File: src/hdl/lssrc_pkg.sv
package lssrc_pkg;

    localparam int MAX_WIDTH   = 256;
    localparam int MAX_HEIGHT  = 256;
    localparam int MAX_LAYERS  = 4;
    localparam int COUNT_BITS  = 8;

    localparam int COL_W       = $clog2(MAX_WIDTH);
    localparam int ROW_W       = $clog2(MAX_HEIGHT);
    localparam int LAYER_W     = $clog2(MAX_LAYERS);
    localparam int ADDR_W      = LAYER_W + COL_W + ROW_W;
    localparam int TABLE_DEPTH = MAX_LAYERS * MAX_WIDTH * MAX_HEIGHT;

    localparam int ENTRY_W     = 24;
    localparam int TOTAL_W     = 26;
    localparam int COORD_W     = 16;
    localparam int CFG_W       = 9;
    localparam int CFG_IDX_W   = 2;

    localparam int IN_TDATA_W  = 80;
    localparam int IN_TUSER_W  = 1;
    localparam int OUT_TDATA_W = 56;

    // tdata field positions of an input beat
    localparam int CNT_LSB     = 0;
    localparam int XL_LSB      = 8;
    localparam int YL_LSB      = 24;
    localparam int XH_LSB      = 40;
    localparam int YH_LSB      = 56;
    localparam int FL_LSB      = 72;
    localparam int LL_LSB      = 74;

    typedef enum logic [0:0] {
        OP_LOAD  = 1'b0,
        OP_QUERY = 1'b1
    } t_op;

    typedef enum logic [CFG_IDX_W-1:0] {
        CFG_GRID_WIDTH  = 2'd0,
        CFG_GRID_HEIGHT = 2'd1,
        CFG_LAYER_COUNT = 2'd2
    } t_cfg_index;

    typedef enum logic [1:0] {
        CORNER_BASE  = 2'd0,
        CORNER_TOP   = 2'd1,
        CORNER_RIGHT = 2'd2,
        CORNER_DIAG  = 2'd3
    } t_corner;

    typedef enum logic [2:0] {
        ST_IDLE,
        ST_LOAD,
        ST_CLIP,
        ST_READ,
        ST_DRAIN,
        ST_DONE
    } t_state;

    typedef struct packed {
        logic accept;
        logic ld_write;
        logic q_clip;
        logic q_issue;
        logic q_out;
    } t_cmd;

    typedef struct packed {
        logic q_empty;
        logic q_last;
        logic out_free;
    } t_status;

endpackage

File: src/hdl/lssrc_ctrl.sv
module lssrc_ctrl (
    input  logic               i_clk,
    input  logic               i_rst_n,
    input  logic               i_valid,
    input  logic               i_op,
    input  lssrc_pkg::t_status i_status,
    output logic               o_ready,
    output lssrc_pkg::t_cmd    o_cmd
);
    import lssrc_pkg::*;

    t_state r_state;
    t_state n_state;

    always_ff @(posedge i_clk) begin
        if (!i_rst_n) begin
            r_state <= ST_IDLE;
        end else begin
            r_state <= n_state;
        end
    end

    always_comb begin
        n_state = r_state;
        case (r_state)
            ST_IDLE: begin
                if (i_valid) begin
                    n_state = (i_op == OP_LOAD) ? ST_LOAD : ST_CLIP;
                end
            end
            ST_LOAD:  n_state = ST_IDLE;
            ST_CLIP:  n_state = i_status.q_empty ? ST_DONE : ST_READ;
            ST_READ: begin
                if (i_status.q_last) begin
                    n_state = ST_DRAIN;
                end
            end
            ST_DRAIN: n_state = ST_DONE;
            ST_DONE: begin
                if (i_status.out_free) begin
                    n_state = ST_IDLE;
                end
            end
            default:  n_state = ST_IDLE;
        endcase
    end

    always_comb begin
        o_ready        = 1'b0;
        o_cmd          = '0;
        case (r_state)
            ST_IDLE: begin
                o_ready      = 1'b1;
                o_cmd.accept = i_valid;
            end
            ST_LOAD:  o_cmd.ld_write = 1'b1;
            ST_CLIP:  o_cmd.q_clip   = 1'b1;
            ST_READ:  o_cmd.q_issue  = 1'b1;
            ST_DRAIN: o_cmd          = '0;
            ST_DONE:  o_cmd.q_out    = i_status.out_free;
            default:  o_cmd          = '0;
        endcase
    end

endmodule

File: config.mk
export PLATFORM = sky130hd
export DESIGN_NAME = lssrc_ctrl
export DESIGN_NICKNAME = d
export VERILOG_FILES = /design/src/hdl/lssrc_pkg.sv /design/src/hdl/lssrc_ctrl.sv
export SDC_FILE = /design/constraint.sdc
export NUM_CORES = 1
export LEC_CHECK = 0
export ABC_AREA = 1
export BUFFER_PORTS_ARGS = -buffer_cell sky130_fd_sc_hd__buf_4
export CAP_MARGIN = 20
export CORE_AREA = 2 2 39 41
export CTS_CLUSTER_DIAMETER = 30
export DETAILED_ROUTE_END_ITERATION = 10
export DIE_AREA = 0 0 41 43
export PLACE_DENSITY = 0.45
export SETUP_SLACK_MARGIN = 0.1
export SYNTH_ARGS = -nofsm -noshare
export SYNTH_HDL_FRONTEND = slang
export SYNTH_SLANG_ARGS = --single-unit
export TNS_END_PERCENT = 30
File: constraint.sdc
create_clock -name i_clk -period 1.4 [get_ports i_clk]
set_input_delay 0.07 -clock i_clk [delete_from_list [all_inputs] [get_ports i_clk]]
set_output_delay 0.07 -clock i_clk [all_outputs]
set_load 0.02 [all_outputs]
# After elaboration in Yosys (flattened, before gate mapping)
# Cells that the tools add are included.
[word_totals]
regBits = 3
elab_cells = 23
[op_classes]
n_eq_ne = 8
mux = 12
reduce_logical = 2
[op_table]
columns = ["cell", "count"]
rows = [
  ["one-hot mux 3 bit (5 select lines)", 1],
  ["2-to-1 mux 3 bit", 4],
  ["equality test 3 x 2 -> 1 bit (second input constant)", 2],
  ["equality test 3 bit (second input constant)", 2],
  ["2-to-1 mux 1 bit", 6],
  ["inequality test 2 bit (second input constant)", 3],
  ["equality test 3 x 1 -> 1 bit (second input constant)", 1],
  ["logical NOT 3 bit", 1],
  ["AND reduction 3 bit", 1],
  ["2-to-1 mux 2 bit", 1],
]

# Longest topological paths before layout
# Gate-level depths: netlist of run 1.
[depth]
depth_word = 3
depth_mapped = 10
ltp_nobuf = 9

# Worst setup path after synthesis of run 1
# Ideal clock, no wire load.
[synth_path]
kind = "register -> register"
start = "reg r_state[2]"
end = "reg r_state[1]"
t_arrival_ps = 1083
required_time_ps = 1338
setup_slack_ps = 255
path_stages_with_launch = 11
path_buffers = 1
cell_sequence = "dfxtp_1 > buf_6 > inv_4 > nand2_2 > nor2_2 > nand2_1 > nand2_1 > inv_1 > nand2_4 > nand2_2 > nor2_2"
[synth_between]
elab_chain_len = 3
word_cells_on_any_way = 10
[synth_lines]
columns = ["element", "line", "text"]
rows = [
  ["start, declared", "lssrc_ctrl.sv:12", "t_state r_state;"],
  ["start signal, assigned", "lssrc_ctrl.sv:19", "r_state <= n_state;"],
  ["equality test 3 x 2 -> 1 bit (tied with other cells)", "lssrc_ctrl.sv:25", "case (r_state)"],
  ["inequality test 2 bit (no line)", "n/a", ""],
  ["AND reduction 3 bit (no line)", "n/a", ""],
]
# Parallel ways exist; a longest one is shown, timed or not.
# A chain may end at the register's enable or synchronous reset.

==> results.cfg, run 1 <==
[logic_synthesis]
post-synth-top-area-fraction_pct = 19.5
synth_area_um2 = 308
syn-mean-instance-area_um2 = 6.41
count_of_yosys_warnings_during_synthesis = 0
synth_cells = 48
post_synth_num_cell_types = 16
yosys-top-cells-area = dfxtp_1 20%, inv_1 12%, nand2_2 10%
ys_ff_latch = 3
mappedNetlistNets = 55
synth_top_area_cell = dfxtp_1
share_of_the_yosys_chip_area_belonging_to_registers_pct = 19.5

[power]
design_power_total_w = 0.00103
power.net_switching_w = 0.000523
power.share.sequential_pct = 20.8
power_density_nw_per_um2 = 2300
clkPwrFrac_pct = 15.0
p_leak_nw = 0.244
power.share.combinational_pct = 64.2
sw_frac_of_total_pct = 50.9
ir_drop_mv = 0.642
cellInternalPower_w = 0.000505

[min_path]
worstHoldPathCells = 3
hp-class = primary input to flip-flop

[detailed_routing]
post-route-drc-count = 0
route.antenna.remaining_nets = 0
drt_first_pass_iters = 4
route.detailed.vias_per_inst = 4.11
vias = 329
drt-wirelength-per-cell_um = 8.55
drt_iter0_drc = 4
wl_um = 684

[final_layout]
layout_common_cells = 13 x buf_4, 10 x inv_1, 5 x nand2_2, 5 x nand2_1
layout_commonest_cell = buf_4
finish.instance_area_um2 = 447
multiInputGateArea_um2 = 198
seqCellArea_um2 = 61.3
area_growth_syn_to_layout_pct = 45.1
registers.top_by_ff_count = r_state
num-fill-cells = 167
total_inserted_antenna_cells = 0
largest_reg_flops = 3
biggest_regs = r_state: 3 flops
layout-drive-gt1-share_pct = 48.4
num-nets-final = 72

[critical_path]
crit-reg2reg-launch = r_state[1]
timing.critical_path.to_type = primary output
critical_path.startpoint_type = flip-flop
cell_by_cell_trace_of_the_critical_path = nor2_4, inv_1, nor3_1, buf_4
crit_path_end = o_cmd[4]
critical_path.max_fanout = 5
terminus_of_the_critical_flop_to_flop_path = r_state[1]
cpLargestDelayFamily = flip-flops
critical_path_required_ns = 1.33
cp.depth = 4
critPathBufInv = 2
critPathArrivalTime_ns = 1.15
peak_per_stage_delay_on_the_critical_path_ns = 0.37
r2r_slack_ns = 0.23
reg2reg_depth = 7
worstSetupStartpoint = r_state[1]
critPathSlowestCell = dfxtp_1
crit_type = flip-flop to primary output

[floorplanning]
std_cell_rows = 14
placeableCoreArea_um2 = 1380
chipWidth_um = 41
die_area_um2 = 1760
number_of_i_o_pins = 13
chipHeight_um = 43
starting_density_of_the_core_pct = 22.2

[global_routing]
grt_max_degree = 7
grt.total_usage_pct = 9.62
overflow = 0
number_of_global_route_vias_before_repair = 265
grt_pass1_wl_mm = 1.06
initial_antenna_violation_count = 0

[status]
outcome = complete, no violations

[timing]
grt_setup_unrepaired = yes
final_worst_setup_slack_ns = 0.179
finalSetupTns_ns = 0
tightest_slew_ns = 0.281
timing_max_transition_violations_final = 0
setup_viol_count_final = 0
timing.max_slew.rel_slack_pct = 81.2
hold-worst-slack_ns = 0.0785
finalCritPeriodShare_pct = 87.2
max_clock_freq_mhz = 819
timing.final.crit_period_ns = 1.22
timing.final.hold_violations = 0
worst_clock_skew_ns = 0.00529

[clocking]
cts_num_sinks = 3
htree_num_levels = 1
clock_insertion_delay_worst_skew_ns = 0.24
cts_hold_bufs = 0
clk_root_buffer_cell = clkbuf_4
worst_setup_hold_path_clk_slew_ns = 0.04
cts_inserted_buffers = 3
cts_tree = built
clockBufferDepth = 2

[placed_design]
estimated_wirelength_of_the_detail_placed_design_um = 559
place_worst_setup_slack_ns = 0.297
port_buffers = 12
gp_congestion = 0.741
detailed_place.area_um2 = 414

[flow_run]
drv_cap = 0
[power by group through the flow]
stage	Clock [W]	Combinational (W)	Sequential, W
floorplan	0	0.000513	0.000168
global placement	0	0.000660	0.000203
detailed placement	0	0.000652	0.000202
CTS	0.000161	0.000656	0.000200
global route	0.000176	0.000730	0.000220
finish	0.000155	0.000660	0.000213
[per-layer routing]
| metal | GRT usage, % | wire, µm |
|---|---|---|
| met5 | 0 | 0 |
| met4 | 8.00 | 6 |
| met3 | 4.71 | 67 |
| met2 | 12.8 | 299 |
| met1 | 10.9 | 311 |
[stage by stage]
step,cells,util [%]
floorplan,48,-
finish,80,32.3
global placement,76,29.9
global route,80,32.3
CTS,80,31.8
detailed placement,76,29.9
[tightest hold or removal path, stage by stage]
cell,delay (ns)
buf_4,0.10
nand2_2,0.05
nor2_2,0.06
[how the worst min path moves through the flow]
stage / startpoint / endpoint / slack [ns]
floorplan: i_rst_n / r_state[1] / 0.19
global placement: i_rst_n / r_state[1] / 0.32
detailed placement: i_rst_n / r_state[1] / 0.32
CTS: i_rst_n / r_state[1] / 0.07
global route: i_rst_n / r_state[1] / 0.08
finish: i_rst_n / r_state[1] / 0.08
[synthesized netlist by cell type (all sizes together)]
cell / instances
nor3: 2
buf: 1
nand4: 1
inv: 11
nand3: 5
nor2: 9
a21oi: 5
dfxtp: 3
nand2: 11
[cell type report]
type | count | area share (%)
multi-input cells | 33 | 44.3
repair buffers | 13 | 21.8
flip-flops and latches | 3 | 13.7
inverters | 11 | 9.80
clock buffers | 4 | 5.88
well taps | 16 | 4.48
[cells by family after synthesis]
family	share of synthesized area, %
AOI/OAI and AO/OA	9.35
buffers and inverters	17.9
DFF	19.5
and+or+nand+nor	53.3
[repair_timing]
action                                  4_1_cts  5_1_grt
endpoints found under the setup margin        0        2
gates resized for setup                       0        2
hold endpoints to repair                      0        0
setup buffers                                 0        0
No activity file was read; power rests on OpenSTA's default activity.
==> run 2: changes to the inputs <==
Settings changed: CTS_BUF_LIST from default to sky130_fd_sc_hd__clkbuf_8.
==> results.cfg, run 2 (synthesis results as in run 1) <==
[clocking]
clockBufferDepth = 2
clk_root_buffer_cell = clkbuf_8
worst_setup_hold_path_clk_slew_ns = 0.03
clock_insertion_delay_worst_skew_ns = 0.22
cts_num_sinks = 3
cts_inserted_buffers = 3
cts_tree = built
htree_num_levels = 1
cts_hold_bufs = 0

[floorplanning]
die_area_um2 = 1760
placeableCoreArea_um2 = 1380
number_of_i_o_pins = 13
chipWidth_um = 41
starting_density_of_the_core_pct = 22.2
std_cell_rows = 14
chipHeight_um = 43

[critical_path]
critical_path.max_fanout = 6
cell_by_cell_trace_of_the_critical_path = inv_1, nor3_1, buf_4
critical_path_required_ns = 1.33
cpLargestDelayFamily = flip-flops
timing.critical_path.to_type = primary output
crit_type = flip-flop to primary output
peak_per_stage_delay_on_the_critical_path_ns = 0.50
critical_path.startpoint_type = flip-flop
critPathSlowestCell = dfxtp_1
critPathArrivalTime_ns = 1.15
critPathBufInv = 2

[timing]
worst_clock_skew_ns = 0.00263
finalCritPeriodShare_pct = 87.4
max_clock_freq_mhz = 818
tightest_slew_ns = 0.324
setup_viol_count_final = 0
timing.final.hold_violations = 0
final_worst_setup_slack_ns = 0.177
timing.final.crit_period_ns = 1.22
timing_max_transition_violations_final = 0
finalSetupTns_ns = 0
grt_setup_unrepaired = no
timing.max_slew.rel_slack_pct = 78.4

[placed_design]
port_buffers = 12
detailed_place.area_um2 = 414
gp_congestion = 0.741
place_worst_setup_slack_ns = 0.297
estimated_wirelength_of_the_detail_placed_design_um = 559

[global_routing]
overflow = 0
grt_pass1_wl_mm = 1.10
number_of_global_route_vias_before_repair = 279
grt_max_degree = 7
initial_antenna_violation_count = 0
grt.total_usage_pct = 9.82

[min_path]
hp-class = primary input to flip-flop

[detailed_routing]
wl_um = 696
route.detailed.vias_per_inst = 4.05
drt_first_pass_iters = 4
drt-wirelength-per-cell_um = 8.70
post-route-drc-count = 0
route.antenna.remaining_nets = 0
vias = 324
drt_iter0_drc = 4

[final_layout]
layout_commonest_cell = buf_4
num-nets-final = 72
finish.instance_area_um2 = 464
largest_reg_flops = 3
total_inserted_antenna_cells = 0
layout-drive-gt1-share_pct = 46.9
layout_common_cells = 13 x buf_4, 11 x inv_1, 5 x nand2_2, 5 x nand2_1
registers.top_by_ff_count = r_state
area_growth_syn_to_layout_pct = 50.8
biggest_regs = r_state: 3 flops

[status]
outcome = complete, no violations

[power]
power_density_nw_per_um2 = 2410
p_leak_nw = 0.256
ir_drop_mv = 0.644

[flow_run]
drv_cap = 0
run 2: cell types whose count changed in the layout (fill, tap and decap cells not counted), sizes merged:
cell and delta:
inv +1, clkbuf -1
run 2: per-stage QoR:
step	std cells	utilization [%]	hold WS, ns	power (W)
final	80	33.5	0.109	0.00112
after floorplan	48	-	0.190	0.000682
after global placement	76	29.9	0.321	0.000863
after CTS	80	33.2	0.111	0.00111
after detailed placement	76	29.9	0.317	0.000854
after global routing	80	33.5	0.120	0.00121
run 2: layer usage:
metal / part of all wire (%) / routed length, µm / global-route usage, %
met5: 0 / 0 / 0
met4: 2.3 / 16 / 8.00
met3: 9.3 / 65 / 3.14
met2: 42 / 289 / 14.1
met1: 47 / 324 / 11.2
run 2: worst paths after layout:
path | start | end | slack (ns) | cells past startpoint
setup / recovery | r_state[0] | o_cmd[3] | 0.18 | 3
hold / removal | i_rst_n | r_state[1] | 0.11 | 3
setup reg to reg | r_state[1] | r_state[1] | 0.23 | 7
hold reg to reg | r_state[1] | r_state[1] | 0.73 | 4
run 2: tightest hold or removal path, stage by stage:
cell and delay (ns):
buf_4 0.10, nand2_2 0.05, nor2_2 0.07
run 2: final cells by class:
type / instances / area (µm²)
clock buffers: 3 / 41.3
clock inverters: 1 / 3.75
fillers: 162 / 920
inverters: 11 / 43.8
multi-input cells: 33 / 198
flip-flops and latches: 3 / 60.1
well taps: 16 / 20.0
repair buffers: 13 / 97.6
run 2: power by group:
| part | total, W | switching, W | internal (W) |
|---|---|---|---|
| sequential | 0.000211 | 0.0000860 | 0.000125 |
| combinational | 0.000663 | 0.000393 | 0.000270 |
| clock | 0.000246 | 0.0000593 | 0.000187 |
| total | 0.00112 | 0.000538 | 0.000582 |
run 2: what timing repair did:
| action | CTS | global route |
|---|---|---|
| buffers inserted | 0 | 0 |
| resized for setup | 0 | 1 |
| endpoints found under the setup margin | 0 | 1 |
| hold endpoints to repair | 0 | 0 |
